==> config.mk <==
export PLATFORM = sky130hd
export DESIGN_NAME = imubc_ctrl
export DESIGN_NICKNAME = d
export VERILOG_FILES = /design/src/rtl/core/imubc_pkg.sv /design/src/rtl/core/imubc_ctrl.sv
export SDC_FILE = /design/constraint.sdc
export NUM_CORES = 1
export LEC_CHECK = 0
export ABC_AREA = 1
export BUFFER_PORTS_ARGS = -buffer_cell sky130_fd_sc_hd__buf_2
export CELL_PAD_IN_SITES_DETAIL_PLACEMENT = 0
export CELL_PAD_IN_SITES_GLOBAL_PLACEMENT = 2
export CORE_MARGIN = 4
export CORE_UTILIZATION = 33
export DETAILED_ROUTE_END_ITERATION = 6
export PLACE_DENSITY = 0.8
export SLEW_MARGIN = 15
export SYNTH_ARGS = -nofsm -noshare
export SYNTH_HDL_FRONTEND = slang
export SYNTH_SLANG_ARGS = --single-unit
==> constraint.sdc <==
create_clock -name clk -period 5.5 [get_ports clk]
set_clock_uncertainty 0.15 [all_clocks]
set_input_delay 1.1 -clock clk [delete_from_list [all_inputs] [get_ports clk]]
set_output_delay 1.1 -clock clk [all_outputs]
set_load 0.005 [all_outputs]
==> src/rtl/core/imubc_pkg.sv <==
`timescale 1ns / 1ps

package imubc_pkg;

	localparam int AXES      = 6;
	localparam int AXIS_W    = 16;
	localparam int OFFSET_W  = 17;
	localparam int SUM_W     = 24;
	localparam int THR_W     = 16;
	localparam int GRAV_W    = 15;
	localparam int ERR_W     = 32;
	localparam int PHASE_W   = 2;
	localparam int AXIS_ACC_Z = 2;

	// Sums stay below 2^23 in magnitude; this shift keeps the reciprocal
	// product exact for every divisor up to 127.
	localparam int MAG_W     = 23;
	localparam int DIV_SHIFT = 30;
	localparam int RECIP_W   = 31;
	localparam int PROD_W    = MAG_W + RECIP_W;

	localparam logic CFG_STILL_THR = 1'b0;
	localparam logic CFG_GRAVITY   = 1'b1;

	localparam logic [PHASE_W-1:0] PHASE_WAIT = 2'd0;
	localparam logic [PHASE_W-1:0] PHASE_AVG  = 2'd1;
	localparam logic [PHASE_W-1:0] PHASE_RUN  = 2'd2;

	localparam logic [THR_W-1:0]  THR_RESET  = 16'd400;
	localparam logic [GRAV_W-1:0] GRAV_RESET = 15'd16384;

	typedef struct packed {
		logic take;      // sample beat accepted
		logic restart;   // restart beat accepted
		logic read_ok;
		logic ref_upd;   // store accel reference
		logic sum_clr;
		logic accum;
		logic mul_go;
		logic off_load;
	} lane_ctl_t;

	typedef struct packed {
		logic               busy;
		logic [PHASE_W-1:0] phase_code;
		logic [ERR_W-1:0]   err_next;
		logic [THR_W-1:0]   threshold;
		logic [GRAV_W-1:0]  gravity;
	} ctrl_stat_t;

endpackage

==> src/rtl/core/imubc_ctrl.sv <==
`timescale 1ns / 1ps

module imubc_ctrl #(
	parameter int STILL_FRAMES   = 100,
	parameter int AVERAGE_FRAMES = 100
) (
	input  logic                  clk,
	input  logic                  arst_n,
	input  logic                  accept,
	input  logic                  command,
	input  logic                  read_ok,
	input  logic [2:0]            still,
	input  logic                  cfg_valid,
	input  logic                  cfg_index,
	input  logic [15:0]           cfg_data,
	output imubc_pkg::lane_ctl_t  ctl,
	output imubc_pkg::ctrl_stat_t stat
);

	localparam int RUN_W = $clog2(STILL_FRAMES + 1);
	localparam int CNT_W = $clog2(AVERAGE_FRAMES + 1);

	typedef enum logic [4:0] {
		ST_WAIT = 5'b00001,
		ST_AVG  = 5'b00010,
		ST_DIV1 = 5'b00100,
		ST_DIV2 = 5'b01000,
		ST_RUN  = 5'b10000
	} cal_state_t;

	cal_state_t                     state_q;
	logic                           have_ref_q;
	logic [RUN_W-1:0]               still_run_q;
	logic [CNT_W-1:0]               avg_cnt_q;
	logic [imubc_pkg::ERR_W-1:0]    err_q;
	logic [imubc_pkg::THR_W-1:0]    thr_q;
	logic [imubc_pkg::GRAV_W-1:0]   grav_q;

	logic                           take;
	logic                           restart;
	logic                           all_still;
	logic [RUN_W-1:0]               run_next;
	logic [CNT_W-1:0]               cnt_next;
	logic                           go_avg;
	logic                           go_div;

	assign take      = accept && !command;
	assign restart   = accept && command;
	assign all_still = &still;
	assign run_next  = !have_ref_q ? still_run_q : (all_still ? still_run_q + 1'b1 : '0);
	assign cnt_next  = avg_cnt_q + 1'b1;
	assign go_avg    = take && (state_q == ST_WAIT) && (run_next >= RUN_W'(STILL_FRAMES));
	assign go_div    = take && (state_q == ST_AVG) && (cnt_next >= CNT_W'(AVERAGE_FRAMES));

	always_comb begin
		ctl.take     = take;
		ctl.restart  = restart;
		ctl.read_ok  = read_ok;
		ctl.ref_upd  = take && (state_q == ST_WAIT);
		ctl.sum_clr  = go_avg;
		ctl.accum    = take && (state_q == ST_AVG);
		ctl.mul_go   = state_q == ST_DIV1;
		ctl.off_load = state_q == ST_DIV2;
	end

	always_comb begin
		stat.busy      = (state_q == ST_DIV1) || (state_q == ST_DIV2);
		stat.err_next  = err_q + imubc_pkg::ERR_W'(take && !read_ok);
		stat.threshold = thr_q;
		stat.gravity   = grav_q;
		unique case (state_q)
			ST_WAIT: stat.phase_code = imubc_pkg::PHASE_WAIT;
			ST_AVG:  stat.phase_code = imubc_pkg::PHASE_AVG;
			default: stat.phase_code = imubc_pkg::PHASE_RUN;
		endcase
	end

	always_ff @(posedge clk or negedge arst_n) begin
		if (!arst_n) begin
			state_q     <= ST_WAIT;
			have_ref_q  <= 1'b0;
			still_run_q <= '0;
			avg_cnt_q   <= '0;
			err_q       <= '0;
			thr_q       <= imubc_pkg::THR_RESET;
			grav_q      <= imubc_pkg::GRAV_RESET;
		end else begin
			if (cfg_valid) begin
				unique case (cfg_index)
					imubc_pkg::CFG_STILL_THR: thr_q  <= cfg_data;
					imubc_pkg::CFG_GRAVITY:   grav_q <= cfg_data[imubc_pkg::GRAV_W-1:0];
				endcase
			end
			if (accept) begin
				err_q <= stat.err_next;
			end
			if (restart) begin
				state_q     <= ST_WAIT;
				have_ref_q  <= 1'b0;
				still_run_q <= '0;
				avg_cnt_q   <= '0;
			end else begin
				unique case (state_q)
					ST_WAIT: begin
						if (take) begin
							have_ref_q  <= 1'b1;
							still_run_q <= run_next;
							if (go_avg) begin
								state_q   <= ST_AVG;
								avg_cnt_q <= '0;
							end
						end
					end
					ST_AVG: begin
						if (take) begin
							avg_cnt_q <= cnt_next;
							if (go_div) begin
								state_q <= ST_DIV1;
							end
						end
					end
					ST_DIV1: state_q <= ST_DIV2;
					ST_DIV2: state_q <= ST_RUN;
					default: state_q <= ST_RUN;
				endcase
			end
		end
	end

endmodule

After elaboration in Yosys (flattened, before gate mapping):

Cells that the tools add are included.

* add/sub/neg operators: 3
* order comparisons: 2
* equality and inequality tests: 8
* muxes and demuxes: 20
* bitwise operators: 1
* reductions and logical operators: 19

Operators with widths (count)
* $mux W7: 9
* $add A32 B1 Y32: 1
* $mux W5: 5
* $pmux W5 S3: 1
* $add A7 B1 Y7 const B: 2
* $ge A7 B7 Y1 const B: 2
* $pmux W7 S2: 1
* $ne A3 B3 Y1 const B: 4
* $reduce_and A4 Y1: 2
* $logic_and A1 B1 Y1: 7
* $reduce_and A2 Y1: 3
* $eq A5 B1 Y1 const B: 1
* $eq A5 B2 Y1 const B: 1
* $eq A5 B3 Y1 const B: 1
* $eq A5 B4 Y1 const B: 1
* $pmux W2 S2: 1
* $reduce_bool A2 Y1: 2
* $mux W1: 3
* $reduce_and A3 Y1: 1
* $reduce_bool A3 Y1: 1
* $logic_not A1 Y1: 2
* $logic_or A1 B1 Y1: 1
* $not A1 Y1: 1

* flip-flop bits (word level): 83
* input port bits: 26
* output and inout port bits: 74
* word-level logic and storage cells: 60

Depth between registers and ports, before layout:

* depth in word-level cells: 9
* depth in mapped cells: 18
* depth with buffers taken out: 17

Least setup slack after synthesis:

OpenSTA, ideal clock, no wires.

* kind: input -> output
* start point: in accept
* end point: out stat[53] (netlist bit)
* arrival time: 2696 ps
* required time: 4250 ps
* path slack: 1554 ps
* cell stages on the path: 16
* cell sequence: buf_4 > inv_2 > nor2_2 > inv_1 > nor2_1 > ha_1 > ha_1 > inv_1 > nor2_2 > nand2_2 > nor2_4 > nand2_2 > nor2_4 > nand2_1 > nand2_1 > nand2_1

RTL lines
* start: declaration: line imubc_ctrl.sv:9 `input logic accept,`
* end: declaration: line imubc_ctrl.sv:17 `output imubc_pkg::ctrl_stat_t stat`

==> qor.txt <==
I/O pins = 100
CTS tree = done
Fillers = 1429
Seq/Total Area, Yosys = 46.7%
post-synth top area share = 43.7%
H-tree Lvls = 3
largest net degree at the start of global routing = 56
Avg Vias per Cell = 4.62
Core Rows = 42
TNS Setup = 0 ps
Final #Nets = 696
remaining antenna violation count = 0
max_slew headroom = 37.5%
required time of the critical path = 4250 ps
IO Port Bufs = 99
Syn Std Cell Area = 4460 um2
Num CTS Buffers = 9
Tot Pwr = 1560 uW
postcts setup bufs = 0
maximum VDD drop = 0.140 mV
Routed wire per std cell = 14.5 um
Overflow after GRT = 0
Final setup viols = 0
Yosys top cell by area = dfrtp_1
synthesis-to-layout area growth = 20.9%
residual DRC count = 0
Yosys cell types = 36
top-count cell post-synth = nand2_1
Yosys reg bits = 83
CP Capture Type = output port
clk_lat worst skew = 340 ps
layout cells sized above 1 = 21.3%
Yosys Warn Count = 0
register area = 2080 um2
FMAX = 223 MHz
first-pass GRT wire length = 20.2 mm
number of global-route vias before repair = 3818
Area after DPL = 5110 um2
CTS root buf = clkbuf_16
Placer Congestion = 0.784
status = finished, final reports clean
most frequent cells after synthesis = nand2_1 (177), dfrtp_1 (78), inv_1 (74)
worst slack, placed = 1000 ps
Die ar. = 15500 um2
CP bufs+invs = 4
Mean Syn Cell Area = 7.82 um2
effective utilization at floorplan = 33.7%
PD cells = 288 nW/um2
asr flop ratio synth = 100%
crit-path most repeated cell = nor2_1
Leak = 0.00281 uW
CP Data Arrival Time = 3230 ps
Worst-Margin Slew = 936 ps
Final Hold Vio Count = 0
ranking of synthesized cells by area = dfrtp_1 (44%), nand2_1 (15%), inv_1 (6.2%), o21ai_0 (5.8%), xor2_1 (5.7%)
final instance area = 5400 um2
Max clock buf depth = 2
post-CTS sizing = 0
Synth Flop Type = dfrtp_1
Post-synth EDFFs = 0
Via Count = 3908
max-cap viol count = 0
initial antenna violation count = 0
DRT iter0 DRCs = 164
clock-pin slew on the worst setup and hold paths = 60 ps
chip height = 124 um
RSZ-0062 raised after global routing = no
drt total wl = 12.2 mm
critical path, cell by cell = buf_2, inv_2, nor2_2, inv_1, nor2_1, ha_1, ha_1, nand2_1, nor2_1, nand2_1, nor2_1, xor2_1, buf_2
Setup CP Type = in2out
Gate Count Post-Synth = 571
Die Span X = 124 um
TritonCTS Sinks = 83
Slowest Stage Delay on Critical Path = 260 ps
CTS Hold Bufs = 0
Diodes inserted = 0
Hold Crit Class = reg2reg
DRT Pass-1 Iters = 4
CP Max Fanout = 17
crit share post-route = 81.5%
core area = 13200 um2
crit-path leading delay family = simple AND/OR/NAND/NOR gates
Worst path slowest cell = xor2_1
Tmin final = 4480 ps
Final WS setup = 1020 ps
Syn Nets = 602
GR Util All Layers = 16.1%
Hold WS = 334 ps
Pins Over Slew Limit = 0
Multi-input gate area = 2010 um2
post-DP HPWL = 9.22 mm
CP startpoint kind = primary input
cell families after synthesis:
family / Yosys count / share of synthesized area [%]
adder cells (fa/ha/maj): 5 / 1.40
XOR/XNOR: 33 / 6.64
buffers and inverters: 93 / 8.27
multiplexers: 1 / 0.252
AND/OR/NAND/NOR: 293 / 29.3
flip-flops: 83 / 46.7
AO/OA/AOI/OAI: 63 / 7.43
area by class of cell:
type / count / share of cell area (%)
sequential: 83 / 38.6
multi-input combinational: 395 / 37.3
timing repair buffer: 101 / 9.50
inverter: 75 / 5.21
clock buffer: 11 / 4.31
tap: 176 / 4.08
clock inverter: 5 / 1.04
per-layer routing:
layer | up-vias | share of wire [%] | wire [um] | track usage [%]
met5 | - | 0 | 0 | 0
met4 | 0 | 0.69 | 85 | 3.48
met3 | 4 | 3.4 | 413 | 4.50
met2 | 54 | 52 | 6320 | 28.3
met1 | 1866 | 44 | 5420 | 19.8
li1 | 1984 | - | - | -
stage by stage:
stage / instances / utilization, %
6_report: 846 / 40.8
5_1_grt: 846 / 40.8
4_1_cts: 846 / 40.8
3_5_place_dp: 830 / 38.6
3_3_place_gp: 830 / 38.6
2_1_floorplan: 571 / -
report_power, final:
part / internal (uW) / switching (uW)
combinational: 92.2 / 138
sequential: 675 / 51.0
clock: 351 / 250
total: 1120 / 439
placed cells by master (no fill, tap or decap), types with 2 or more instances in the layout:
| cell | n |
|---|---|
| dfstp_2 | 5 |
| dfrtp_1 | 78 |
| xnor2_1 | 3 |
| nand2_1 | 177 |
| nor3_2 | 3 |
| o22ai_1 | 5 |
| nand2_4 | 2 |
| nand3_1 | 21 |
| a21oi_1 | 2 |
| nand3_2 | 3 |
| nor2_4 | 4 |
| buf_2 | 98 |
| clkbuf_1 | 2 |
| xor2_1 | 29 |
| clkinv_2 | 2 |
| ha_1 | 5 |
| nand4_1 | 17 |
| clkbuf_16 | 9 |
| inv_1 | 74 |
| nor2_1 | 42 |
| o21ai_0 | 52 |
| nand2_2 | 2 |
| buf_4 | 3 |
| nor2_2 | 3 |
| nor3_1 | 13 |
sequential cells by signal, summed over array words and instances (netlist names):
name,flops
still_run_q,7
have_ref_q,1
state_q,5
err_q,32
thr_q,16
grav_q,15
avg_cnt_q,7
worst paths after layout:
path	from	endpoint	slack, ps	cells past startpoint
worst max-delay path	accept	stat[47]	1020	13
worst min-delay path	thr_q[1]$_DFFE_PN0P_	thr_q[1]$_DFFE_PN0P_	330	2
worst max register to register	err_q[0]$_DFFE_PN0P_	err_q[28]$_DFFE_PN0P_	3400	10
worst min register to register	thr_q[1]$_DFFE_PN0P_	thr_q[1]$_DFFE_PN0P_	330	2
max in group asynchronous	arst_n	state_q[0]$_DFFE_PN1P_	3620	2
min in group asynchronous	arst_n	thr_q[3]$_DFFE_PN0P_	680	1
worst register-to-register path, delay by kind of cell, from the launching register on:
kind / cells / cell delay [ps]
simple gates: 5 / 690
fa+ha+maj: 2 / 450
flops: 1 / 350
xor+xnor: 1 / 160
buf+inv: 1 / 100
compound gates: 1 / 80
No activity file was read; power rests on OpenSTA's default activity.
