<file path="src/rtl/core/imubc_pkg.sv">
`timescale 1ns / 1ps

package imubc_pkg;

	localparam int AXES      = 6;
	localparam int AXIS_W    = 16;
	localparam int OFFSET_W  = 17;
	localparam int SUM_W     = 24;
	localparam int THR_W     = 16;
	localparam int GRAV_W    = 15;
	localparam int ERR_W     = 32;
	localparam int PHASE_W   = 2;
	localparam int AXIS_ACC_Z = 2;

	// Sums stay below 2^23 in magnitude; this shift keeps the reciprocal
	// product exact for every divisor up to 127.
	localparam int MAG_W     = 23;
	localparam int DIV_SHIFT = 30;
	localparam int RECIP_W   = 31;
	localparam int PROD_W    = MAG_W + RECIP_W;

	localparam logic CFG_STILL_THR = 1'b0;
	localparam logic CFG_GRAVITY   = 1'b1;

	localparam logic [PHASE_W-1:0] PHASE_WAIT = 2'd0;
	localparam logic [PHASE_W-1:0] PHASE_AVG  = 2'd1;
	localparam logic [PHASE_W-1:0] PHASE_RUN  = 2'd2;

	localparam logic [THR_W-1:0]  THR_RESET  = 16'd400;
	localparam logic [GRAV_W-1:0] GRAV_RESET = 15'd16384;

	typedef struct packed {
		logic take;      // sample beat accepted
		logic restart;   // restart beat accepted
		logic read_ok;
		logic ref_upd;   // store accel reference
		logic sum_clr;
		logic accum;
		logic mul_go;
		logic off_load;
	} lane_ctl_t;

	typedef struct packed {
		logic               busy;
		logic [PHASE_W-1:0] phase_code;
		logic [ERR_W-1:0]   err_next;
		logic [THR_W-1:0]   threshold;
		logic [GRAV_W-1:0]  gravity;
	} ctrl_stat_t;

endpackage

</file>
<file path="src/rtl/core/imubc_lane.sv">
`timescale 1ns / 1ps

module imubc_lane #(
	parameter int AVG_FRAMES = 100
) (
	input  logic                                clk,
	input  logic                                arst_n,
	input  imubc_pkg::lane_ctl_t                ctl,
	input  logic signed [imubc_pkg::AXIS_W-1:0] raw,
	input  logic [imubc_pkg::GRAV_W-1:0]        gravity,
	input  logic [imubc_pkg::THR_W-1:0]         threshold,
	output logic signed [imubc_pkg::AXIS_W-1:0] frame,
	output logic                                still
);

	localparam logic [imubc_pkg::RECIP_W-1:0] RECIP = imubc_pkg::RECIP_W'(
		((64'd1 << imubc_pkg::DIV_SHIFT) + 64'(AVG_FRAMES) - 64'd1) / 64'(AVG_FRAMES));

	logic signed [imubc_pkg::OFFSET_W-1:0] offset_q;
	logic signed [imubc_pkg::AXIS_W-1:0]   last_q;
	logic signed [imubc_pkg::AXIS_W-1:0]   prev_q;
	logic signed [imubc_pkg::SUM_W-1:0]    sum_q;
	logic [imubc_pkg::PROD_W-1:0]          prod_s1;
	logic                                  neg_s1;

	logic [imubc_pkg::AXIS_W-1:0]          corr;
	logic signed [imubc_pkg::AXIS_W:0]     diff;
	logic [imubc_pkg::AXIS_W:0]            abs_d;
	logic signed [imubc_pkg::AXIS_W:0]     val;
	logic [imubc_pkg::SUM_W-1:0]           mag;
	logic [imubc_pkg::PROD_W-1:0]          prod_next;
	logic [imubc_pkg::OFFSET_W-1:0]        quo;

	assign corr  = raw - offset_q[imubc_pkg::AXIS_W-1:0];
	assign frame = ctl.read_ok ? corr : last_q;

	assign diff  = {frame[imubc_pkg::AXIS_W-1], frame} - {prev_q[imubc_pkg::AXIS_W-1], prev_q};
	assign abs_d = diff[imubc_pkg::AXIS_W] ? -diff : diff;
	assign still = abs_d < {1'b0, threshold};

	// gravity is tied to zero on every lane but accel z
	assign val = {frame[imubc_pkg::AXIS_W-1], frame} - {2'b00, gravity};

	assign mag       = sum_q[imubc_pkg::SUM_W-1] ? -sum_q : sum_q;
	assign prod_next = mag[imubc_pkg::MAG_W-1:0] * RECIP;
	assign quo       = prod_s1[imubc_pkg::DIV_SHIFT + imubc_pkg::OFFSET_W - 1:imubc_pkg::DIV_SHIFT];

	always_ff @(posedge clk or negedge arst_n) begin
		if (!arst_n) begin
			offset_q <= '0;
			last_q   <= '0;
			prev_q   <= '0;
			sum_q    <= '0;
		end else begin
			if (ctl.restart) begin
				offset_q <= '0;
				prev_q   <= '0;
				sum_q    <= '0;
			end else begin
				if (ctl.take) begin
					last_q <= frame;
				end
				if (ctl.ref_upd) begin
					prev_q <= frame;
				end
				if (ctl.sum_clr) begin
					sum_q <= '0;
				end else if (ctl.accum) begin
					sum_q <= sum_q + {{(imubc_pkg::SUM_W - imubc_pkg::AXIS_W - 1){val[imubc_pkg::AXIS_W]}}, val};
				end
				if (ctl.off_load) begin
					offset_q <= neg_s1 ? -quo : quo;
				end
			end
		end
	end

	always_ff @(posedge clk) begin
		if (ctl.mul_go) begin
			prod_s1 <= prod_next;
			neg_s1  <= sum_q[imubc_pkg::SUM_W-1];
		end
	end

endmodule

</file>
<file path="config.mk">
export PLATFORM = sky130hd
export DESIGN_NAME = imubc_lane
export DESIGN_NICKNAME = d
export VERILOG_FILES = /design/src/rtl/core/imubc_pkg.sv /design/src/rtl/core/imubc_lane.sv
export SDC_FILE = /design/constraint.sdc
export NUM_CORES = 1
export LEC_CHECK = 0
export BUFFER_PORTS_ARGS = -buffer_cell sky130_fd_sc_hd__buf_2
export CAP_MARGIN = 20
export CORE_MARGIN = 4
export CORE_UTILIZATION = 45
export DETAILED_ROUTE_END_ITERATION = 10
export PLACE_DENSITY = 0.62
export SYNTH_ARGS = -nofsm -noshare
export SYNTH_HDL_FRONTEND = slang
export SYNTH_SLANG_ARGS = --single-unit
</file>
<file path="constraint.sdc">
create_clock -name clk -period 8.6 [get_ports clk]
set_input_delay 0.43 -clock clk [delete_from_list [all_inputs] [get_ports clk]]
set_output_delay 0.43 -clock clk [all_outputs]
set_load 0.02 [all_outputs]
</file>
# [Word-level counts from Yosys, hierarchy flattened]
# Index checks and enable logic that the tools add are counted.
[totals] register_bits=119 word_cells=31 in_bits=57
[op_classes] muxes=11 n_addsub=7 bitwise_logic=1 reduce_logical=4 n_mul=1 magnitude_cmp=1
[ops] operator="$mux 16" n=6
[ops] operator="$mux 24" n=3
[ops] operator="$mul 23x24->46 const B" n=1
[ops] operator="$sub 16x16->17" n=2
[ops] operator="$add 24x24->24" n=1
[ops] operator="$mux 23" n=1
[ops] operator="$neg 23->23" n=1
[ops] operator="$lt 17x16->1" n=1
[ops] operator="$mux 17" n=1
[ops] operator="$neg 17->17" n=1
[ops] operator="$neg 16->16" n=1
[ops] operator="$sub 16x16->16" n=1
[ops] operator="$reduce_bool 2->1" n=2
[ops] operator="$reduce_bool 3->1" n=1
[ops] operator="$reduce_and 2->1" n=1
[ops] operator="$not 1->1" n=1

# [Logic depth before layout (Yosys ltp)]
# Gate-level depths: netlist (run 1).
[logic_depth] ltp_word=7 depth_mapped=34 mapped_depth_nobuf=34

# [Worst setup path after synthesis (run 1)]
# OpenSTA, ideal clock, no wires.
[synth_path] path_type="register to register" startpoint="register sum_q[0] (netlist name)" endpoint="register prod_s1[45] (netlist name) (data pin)" path_stages_with_launch=34 synth_period_minus_slack_ns=8.420 setup_slack_ns=0.180 setup_time_ns=0.258 required_time_ns=8.342 path_buffers=0 arrival_time_ns=8.162 path_cell_list="dfrtp_1 or2_1 or4_1 or2_1 or3b_4 o21ai_4 nand2_2 xor2_1 inv_2 ha_1 inv_1 ha_1 or2_1 fa_1 inv_1 fa_1 inv_1 fa_1 inv_1 fa_1 fa_1 inv_1 ha_1 ha_1 a21o_1 a21o_1 a21oi_1 nor2b_1 o21ai_0 a311oi_2 o21a_1 o21a_1 nor2_1 xnor2_1"
[synth_between] elab_chain_len=3
[synth_lines] element="from (decl)" line_no="imubc_lane.sv:22" rtl="logic signed [imubc_pkg::SUM_W-1:0] sum_q;"
[synth_lines] element="from (signal assigned)" line_no="imubc_lane.sv:69" rtl="sum_q <= sum_q + {{(imubc_pkg::SUM_W - imubc_pkg::AXIS_W - 1){val[imubc_pkg::AXIS_W]}}, val};"
[synth_lines] element="$neg 23->23" line_no="imubc_lane.sv:44" rtl="assign mag = sum_q[imubc_pkg::SUM_W-1] ? -sum_q : sum_q;"
[synth_lines] element="$mux 23 *" line_no="imubc_lane.sv:44"
[synth_lines] element="$mul 23x24->46 *" line_no="imubc_lane.sv:45" rtl="assign prod_next = mag[imubc_pkg::MAG_W-1:0] * RECIP;"
[synth_lines] element="via prod_next (one bit)" line_no="imubc_lane.sv:31" rtl="logic [imubc_pkg::PROD_W-1:0] prod_next;"
[synth_lines] element="to (signal assigned)" line_no="imubc_lane.sv:80" rtl="prod_s1 <= prod_next;"
[synth_lines] element="to (decl)" line_no="imubc_lane.sv:23" rtl="logic [imubc_pkg::PROD_W-1:0] prod_s1;"
# The timed path passes the listed nets; every way through them passes the cells marked *.
# A chain may end at the register's enable or synchronous reset.

# [Final worst setup path (run 1)]
# Ends and elaborated chain as after synthesis.

==> impl_metrics.yaml, run 1 <==
outcome:
  outcome: "completed"
timing:
  worst_slew_margin_rel_pct: 30.4
  setup_viol: 0
  skew_ps: 11.5
  final_max_slew_viol_count: 0
  setup_slack_ps: 334
  fmax_mhz: 121
  finalHoldViolCount: 0
  worst_pin_slew_ps: 1040
  final.setup.tns_ps: 0
  rsz0062_at_grt: "true"
  finalCritPeriodShare_pct: 96.1
  final.min_clock_period_ps: 8270
global_route:
  overflow: 0
  grt_start_max_net_pins: 73
  grt_pass1_wl_um: 69600
  track_usage_pct: 20.7
  grt_pass1_vias: 13700
  antenna_found_initial: 0
clocking:
  cts_tree: "yes"
  cts_root_buffer: "clkbuf_16"
  ctsLongestPathBuffers: 2
  numCtsBuffers: 9
  clock_latency_ps: 350
  path_clk_slew_ps: 70
  cts_htree_levels: 3
  ctsHoldBuffers: 0
  cts.sinks: 89
die:
  core-area_um2: 37800
  io_pins: 74
  die_h_um: 204
  rows: 71
  dieArea_um2: 41600
  start_util_pct: 45.7
  fp.dieW_um: 204
yosys:
  synth_common_cells: "inv_1 (408), ha_1 (325), fa_1 (197), nor2_1 (143), a21oi_1 (76)"
  syn-cell-area_um2: 17300
  async_flop_share_pct: 80.9
  ys_ff_latch: 89
  synth_top_area_share_pct: 23.6
  avgSynthCellArea_um2: 9.20
  ys_seq_area_share_pct: 13.4
  ys_types: 79
  synth_most_common_cell: "inv_1"
  synthesis.nets: 2456
  synthFlopType: "dfrtp_1"
  synth_top_cell_by_area: "ha_1"
  ys_warn_count: 0
  synthTopCellsByArea: "ha_1 (24%), fa_1 (23%), dfrtp_1 (10%)"
  synth_edf_count: 17
  synthCells: 1877
route:
  detail_route.wl_per_cell_um: 16.6
  dr.first_iter.drc_count: 581
  wirelength_um: 42100
  drtAntennaViolNets: 0
  drtPass1Iterations: 5
  vias: 13200
  vias_per_cell: 5.20
  drc_errors: 0
placed_design:
  gp_congestion: 0.961
  port_buffers: 73
  dp_hpwl_um: 36600
  pre_cts_ws_ps: -55.1
  dpl_cell_area_um2: 18700
cells_and_area:
  drive_gt1_share_pct: 11.4
  syn2layout_area_growth_pct: 11.5
  final_nets: 2595
  nFillCells: 3557
  fin_area_um2: 19200
  diodes: 0
worst_setup_path:
  crit_arrival_ps: 8360
  cp.required_ps: 8690
  end_kind: "register"
  rrSetupSlack_ps: 330
  critPathKind: "reg -> reg"
  start_kind: "register"
  critical-path-slowest-cell: "fa_1"
  path_max_fanout: 4
  max_stage_delay_ps: 560
hold_path:
  hold_path_class: "in -> async"
job:
  cap_violations: 0
kinds of logic (layout without fill, tap and decap cells):
| family | count (synthesis) | count (layout) | share of synthesized area [%] |
|---|---|---|---|
| flip-flops | 89 | 89 | 13.4 |
| buffers and inverters | 437 | 580 | 9.50 |
| adder cells (fa/ha/maj) | 522 | 522 | 46.4 |
| multiplexers | 35 | 35 | 2.04 |
| AND/OR/NAND/NOR | 356 | 356 | 9.97 |
| AO/OA/AOI/OAI | 318 | 318 | 12.6 |
| XOR/XNOR | 120 | 120 | 6.09 |
worst max-delay path, delay by kind of cell, from the launching register on:
family | cells | cell delay, ps
AO/OA/AOI/OAI | 9 | 1590
flip-flops | 1 | 400
AND/OR/NAND/NOR | 6 | 1530
XOR/XNOR | 3 | 380
adder cells (fa/ha/maj) | 8 | 3360
buffers and inverters | 7 | 730
state kept, by name, indices dropped and copies added (netlist names):
signal    count
sum_q        24
offset_q     16
last_q       16
prod_s1      16
prev_q       16
neg_s1        1
worst paths after layout:
check / start / endpoint / cells after the start
max: sum_q[0]$_DFFE_PN0P_ / prod_s1[45]$_DFFE_PP_ / 33
min: arst_n / last_q[1]$_DFFE_PN0P_ / 2
max reg2reg: sum_q[0]$_DFFE_PN0P_ / prod_s1[45]$_DFFE_PP_ / 33
min reg2reg: last_q[9]$_DFFE_PN0P_ / last_q[9]$_DFFE_PN0P_ / 2
max in group asynchronous: arst_n / sum_q[14]$_DFFE_PN0P_ / 2
min in group clk: last_q[9]$_DFFE_PN0P_ / last_q[9]$_DFFE_PN0P_ / 2
metal layers:
| layer | track usage (%) | routed length (um) | part of all wire [%] |
|---|---|---|---|
| met1 | 28.1 | 19300 | 46 |
| met2 | 35.1 | 20100 | 48 |
| met3 | 2.59 | 1640 | 3.9 |
| met4 | 5.32 | 1020 | 2.4 |
| met5 | 0 | 0 | 0 |
metrics by stage:
| step | cells | hold WS (ps) | utilization [%] |
|---|---|---|---|
| 2_1_floorplan | 1877 | 134 | - |
| 3_3_place_gp | 2509 | 462 | 49.6 |
| 3_5_place_dp | 2509 | 470 | 49.6 |
| 4_1_cts | 2524 | 363 | 50.4 |
| 5_1_grt | 2531 | 413 | 51.0 |
| 6_report | 2531 | 330 | 51.0 |
placed cells by master (no fill, tap or decap), drive strengths merged, types with 16 or more instances in the layout:
| cell type | instances |
|---|---|
| inv | 410 |
| ha | 325 |
| fa | 197 |
| buf | 156 |
| nor2 | 143 |
| a21oi | 77 |
| dfrtp | 72 |
| xnor2 | 71 |
| nand2 | 66 |
| o21ai | 61 |
| xor2 | 49 |
| a21o | 42 |
| mux2i | 33 |
| a211oi | 33 |
| nor3 | 30 |
| or3 | 20 |
| o21a | 19 |
| nor2b | 19 |
| edfxtp | 17 |
| a31oi | 16 |
cell type report:
| type | count | area, um2 | area share [%] |
|---|---|---|---|
| timing repair buffer | 156 | 988 | 5.14 |
| multi-input combinational | 1351 | 13500 | 70.1 |
| sequential | 89 | 2310 | 12.0 |
| clock buffer | 12 | 256 | 1.33 |
| inverter | 409 | 1540 | 7.98 |
| clock inverter | 3 | 25.0 | 0.130 |
| tap | 511 | 639 | 3.32 |
timing repair:
action,4_1_cts,5_1_grt
pin swaps,0,22
setup buffers,0,7
setup endpoints to repair,2,15
resized for setup,2,38
Power of run 1 is left out: the tool's default activity adds up to more than one toggle a clock period on the data nets, which glitch-free logic cannot reach.
==> run 2: changes to the inputs <==
Settings changed: SETUP_SLACK_MARGIN set to 0.4.
==> run 2 against run 1 <==
  * Clock-buffer cell count is 1 lower
  * Critical path type unchanged
  * First-iteration DRC count is 15% higher
  * Largest cell class unchanged
  * Global-route usage increased by 0.87 points
  * Cell area increased by 2.8%
==> impl_metrics.yaml, run 2 (synthesized netlist as in run 1, its figures left out) <==
route:
  drtPass1Iterations: 5
  dr.first_iter.drc_count: 671
  detail_route.wl_per_cell_um: 17.2
  vias_per_cell: 5.23
  wirelength_um: 43900
  drc_errors: 0
  vias: 13300
  drtAntennaViolNets: 0
timing:
  final.setup.tns_ps: 0
  worst_pin_slew_ps: 965
  fmax_mhz: 123
  skew_ps: 10.6
  setup_slack_ps: 448
  rsz0062_at_grt: "true"
  finalHoldViolCount: 0
  final_max_slew_viol_count: 0
  worst_slew_margin_rel_pct: 35.7
  final.min_clock_period_ps: 8150
  setup_viol: 0
  finalCritPeriodShare_pct: 94.8
placed_design:
  placedCellCount: 2512
  pre_cts_ws_ps: 57.5
  dp_hpwl_um: 37300
  gp_congestion: 0.947
  port_buffers: 73
global_route:
  overflow: 0
  grt_pass1_vias: 13800
  track_usage_pct: 21.5
  grt_start_max_net_pins: 73
  grt_pass1_wl_um: 71700
  antenna_found_initial: 0
worst_setup_path:
  endpoint: "prod_s1[45]$_DFFE_PP_"
  path_depth: 29
  critPathKind: "reg -> reg"
  start_kind: "register"
  r2r-start: "sum_q[0]$_DFFE_PN0P_"
  max_stage_delay_ps: 520
  rr_worst_depth: 29
  end_kind: "register"
  cp.required_ps: 8700
  critical-path-slowest-cell: "fa_2"
  crit_arrival_ps: 8250
  crit_start: "sum_q[0]$_DFFE_PN0P_"
  crit_path_frequent_cell: "fa_2"
  reg2reg_to: "prod_s1[45]$_DFFE_PP_"
  cp_top_family: "adder cells"
  rrSetupSlack_ps: 450
  path_max_fanout: 4
  critPathBufInv: 4
cells_and_area:
  drive_gt1_share_pct: 15.2
  mostFrequentLayoutCell: "inv_1"
  stdcell_count: 2548
  final_nets: 2612
  syn2layout_area_growth_pct: 14.6
  nFillCells: 3449
  largest_reg_flops: 24
  mostFrequentLayoutCells: "inv_1 (397), ha_1 (303), fa_1 (186), nor2_1 (137), buf_4 (96)"
  top_register: "sum_q"
  final_util_pct: 52.4
  diodes: 0
die:
  dieArea_um2: 41600
  core-area_um2: 37800
  rows: 71
  io_pins: 74
  fp.dieW_um: 204
  start_util_pct: 45.7
  die_h_um: 204
clocking:
  numCtsBuffers: 9
  clock_latency_ps: 350
  cts.sinks: 89
  path_clk_slew_ps: 70
  cts_htree_levels: 3
  cts_root_buffer: "clkbuf_16"
  cts_tree: "yes"
  ctsLongestPathBuffers: 2
job:
  cap_violations: 0
outcome:
  outcome: "completed"
hold_path:
  hold_path_class: "in -> async"
[run 2: metrics by stage]
stage,hold WS [ps],area [um2]
after global placement,462,18800
after CTS,338,19400
after detailed placement,469,18800
after floorplan,134,17300
after global routing,372,19800
final,290,19800
[run 2: worst min path at each step]
| stage | cells past startpoint | slack, ps | start | end |
|---|---|---|---|---|
| 2_1_floorplan | 0 | 130 | arst_n | last_q[0]$_DFFE_PN0P_ |
| 4_1_cts | 2 | 340 | arst_n | offset_q[3]$_DFFE_PN0P_ |
| 5_1_grt | 2 | 370 | arst_n | offset_q[4]$_DFFE_PN0P_ |
| 6_report | 2 | 290 | arst_n | offset_q[4]$_DFFE_PN0P_ |
| 3_5_place_dp | 2 | 470 | last_q[13]$_DFFE_PN0P_ | last_q[13]$_DFFE_PN0P_ |
| 3_3_place_gp | 2 | 460 | last_q[13]$_DFFE_PN0P_ | last_q[13]$_DFFE_PN0P_ |
[run 2: area by class of cell]
cell class                      instances  area [um2]  share of cell area (%)
Multi-Input combinational cell       1351       13900                    70.2
Sequential cell                        89        2310                    11.7
Inverter                              409        1540                    7.76
Timing Repair Buffer                  173        1130                    5.72
Tap cell                              511         639                    3.23
Clock buffer                           11         243                    1.23
Clock inverter                          4        30.0                   0.152
[run 2: worst register-to-register path, delay by kind of cell (launching register included)]
kind                       cells  cell delay [ps]
adders and majority gates      8             3670
DFF                            1              410
xor gates and xnor gates       2              330
AOI/OAI and AO/OA              6              990
buffers and inverters          4              500
and+or+nand+nor                9             2000
[run 2: timing repair]
action,4_1_cts,5_1_grt
resized for setup,56,57
setup buffers,7,14
hold buffers,0,0
pin swaps,44,64
setup endpoints to repair,12,15
[run 2: per-layer routing]
layer  GRT usage [%]  wire length [um]  vias up
met4            6.07              1230        0
met3            2.05              1760       58
li1                -                 -     6511
met5               0                 0        -
met1            29.3             19400     6483
met2            36.9             21500      280
Power of run 2 is left out for the same reason.
==> run 3: changes to the inputs <==
Settings changed: RECOVER_POWER set to 50.
==> run 3 against run 2 <==
  * The run now ends with capacitance limit, slew limit left
  * First-iteration DRC count up 0.45%
  * Setup slack worse by 1.2 ps
  * Clock skew about the same
  * Via count down 0.20%
  * Clock-buffer cell count unchanged
  * Critical path depth unchanged
  * Utilization about the same
==> impl_metrics.yaml, run 3 (synthesized netlist as in run 1, its figures left out) <==
outcome:
  outcome: "finished with violations"
  violations: "capacitance limit, slew limit"
global_route:
  grt_pass1_wl_um: 71700
  grt_pass1_vias: 13800
  track_usage_pct: 21.5
  antenna_found_initial: 0
  grt_start_max_net_pins: 73
  overflow: 0
cells_and_area:
  mostFrequentLayoutCell: "inv_1"
  syn2layout_area_growth_pct: 14.6
  final_nets: 2612
  mostFrequentLayoutCells: "inv_1 (397), ha_1 (303), fa_1 (186), nor2_1 (137), buf_4 (94)"
  top_register: "sum_q"
  drive_gt1_share_pct: 15.0
  diodes: 0
  largest_reg_flops: 24
die:
  start_util_pct: 45.7
  die_h_um: 204
  io_pins: 74
  fp.dieW_um: 204
  rows: 71
  dieArea_um2: 41600
  core-area_um2: 37800
clocking:
  cts_tree: "yes"
  clock_latency_ps: 350
  ctsHoldBuffers: 0
  cts_root_buffer: "clkbuf_16"
  ctsLongestPathBuffers: 2
  numCtsBuffers: 9
  path_clk_slew_ps: 70
  cts.sinks: 89
  cts_htree_levels: 3
worst_setup_path:
  cp.required_ps: 8700
  critPathBufInv: 4
  start_kind: "register"
  crit_path_frequent_cell: "fa_2"
  path_max_fanout: 4
  reg2reg_to: "prod_s1[45]$_DFFE_PP_"
  cp_top_family: "adder cells"
  rrSetupSlack_ps: 450
  max_stage_delay_ps: 520
  r2r-start: "sum_q[0]$_DFFE_PN0P_"
  crit_arrival_ps: 8250
  rr_worst_depth: 29
  critical-path-slowest-cell: "fa_2"
  critPathKind: "reg -> reg"
  end_kind: "register"
hold_path:
  worstHoldStart: "last_q[14]$_DFFE_PN0P_"
  min_delay_path_depth: 2
  min_to: "last_q[14]$_DFFE_PN0P_"
  hold_path_class: "reg -> reg"
placed_design:
  dp_hpwl_um: 37300
  port_buffers: 73
  gp_congestion: 0.947
timing:
  final_max_slew_viol_count: 109
  finalHoldViolCount: 0
  rsz0062_at_grt: "true"
  fmax_mhz: 123
  setup_viol: 0
  worst_slew_margin_rel_pct: -168
  skew_ps: 10.5
  holdWs_ps: 481
  final.setup.tns_ps: 0
  worst_pin_slew_ps: 4030
  finalCritPeriodShare_pct: 94.8
  final.min_clock_period_ps: 8150
route:
  wirelength_um: 43900
  drtPass1Iterations: 5
  vias: 13300
  drtAntennaViolNets: 0
  dr.first_iter.drc_count: 674
  drc_errors: 0
  vias_per_cell: 5.22
  detail_route.wl_per_cell_um: 17.2
job:
  cap_violations: 2
run 3: changes by cell type in the layout (fill, tap and decap cells not counted):
cell      delta
clkbuf_1     +5
buf_2        -3
buf_4        -2
run 3: stage by stage:
| step | area, um2 | setup WS (ps) | util, % | instances |
|---|---|---|---|---|
| after floorplan | 17300 | 403 | - | 1877 |
| after global placement | 18800 | 48.3 | 49.7 | 2512 |
| after detailed placement | 18800 | 57.5 | 49.7 | 2512 |
| after CTS | 19400 | 303 | 51.3 | 2534 |
| after global routing | 19800 | 144 | 52.4 | 2548 |
| final | 19800 | 446 | 52.4 | 2548 |
run 3: worst max-delay path by stage:
| stage | startpoint | end | slack, ps | cells past startpoint |
|---|---|---|---|---|
| 2_1_floorplan | sum_q[0]$_DFFE_PN0P_ | prod_s1[45]$_DFFE_PP_ | 400 | 34 |
| 3_3_place_gp | sum_q[0]$_DFFE_PN0P_ | prod_s1[45]$_DFFE_PP_ | 50 | 33 |
| 3_5_place_dp | sum_q[0]$_DFFE_PN0P_ | prod_s1[45]$_DFFE_PP_ | 60 | 33 |
| 4_1_cts | sum_q[1]$_DFFE_PN0P_ | prod_s1[45]$_DFFE_PP_ | 300 | 28 |
| 5_1_grt | sum_q[0]$_DFFE_PN0P_ | prod_s1[45]$_DFFE_PP_ | 140 | 28 |
| 6_report | sum_q[0]$_DFFE_PN0P_ | prod_s1[45]$_DFFE_PP_ | 450 | 29 |
run 3: final cells by class:
class / count / area, um2
clock buffers: 11 / 243
clock inverters: 4 / 30.0
fillers: 3450 / 18000
inverters: 409 / 1540
multi-input cells: 1351 / 13900
flip-flops and latches: 89 / 2310
well taps: 511 / 639
repair buffers: 173 / 1120
run 3: worst reg2reg max path, delay by kind of cell (launching register included):
kind | cells | cell delay [ps]
adder cells (fa/ha/maj) | 8 | 3670
AND/OR/NAND/NOR | 9 | 2000
AO/OA/AOI/OAI | 6 | 990
buffers and inverters | 4 | 500
flip-flops | 1 | 410
XOR/XNOR | 2 | 330
run 3: repair_timing:
| item | 4_1_cts | 5_1_grt |
|---|---|---|
| resized for setup | 56 | 57 |
| pin swaps | 44 | 64 |
| cloned | 0 | 0 |
| endpoints found under the setup margin | 12 | 15 |
| setup buffers | 7 | 14 |
run 3: metal layers:
metal / up-vias / global-route usage (%) / routed length, um
met1: 6471 / 29.3 / 19400
met4: 0 / 6.07 / 1220
met3: 58 / 2.05 / 1740
met5: - / 0 / 0
met2: 269 / 36.9 / 21500
li1: 6508 / - / -
Power of run 3 is left out for the same reason.
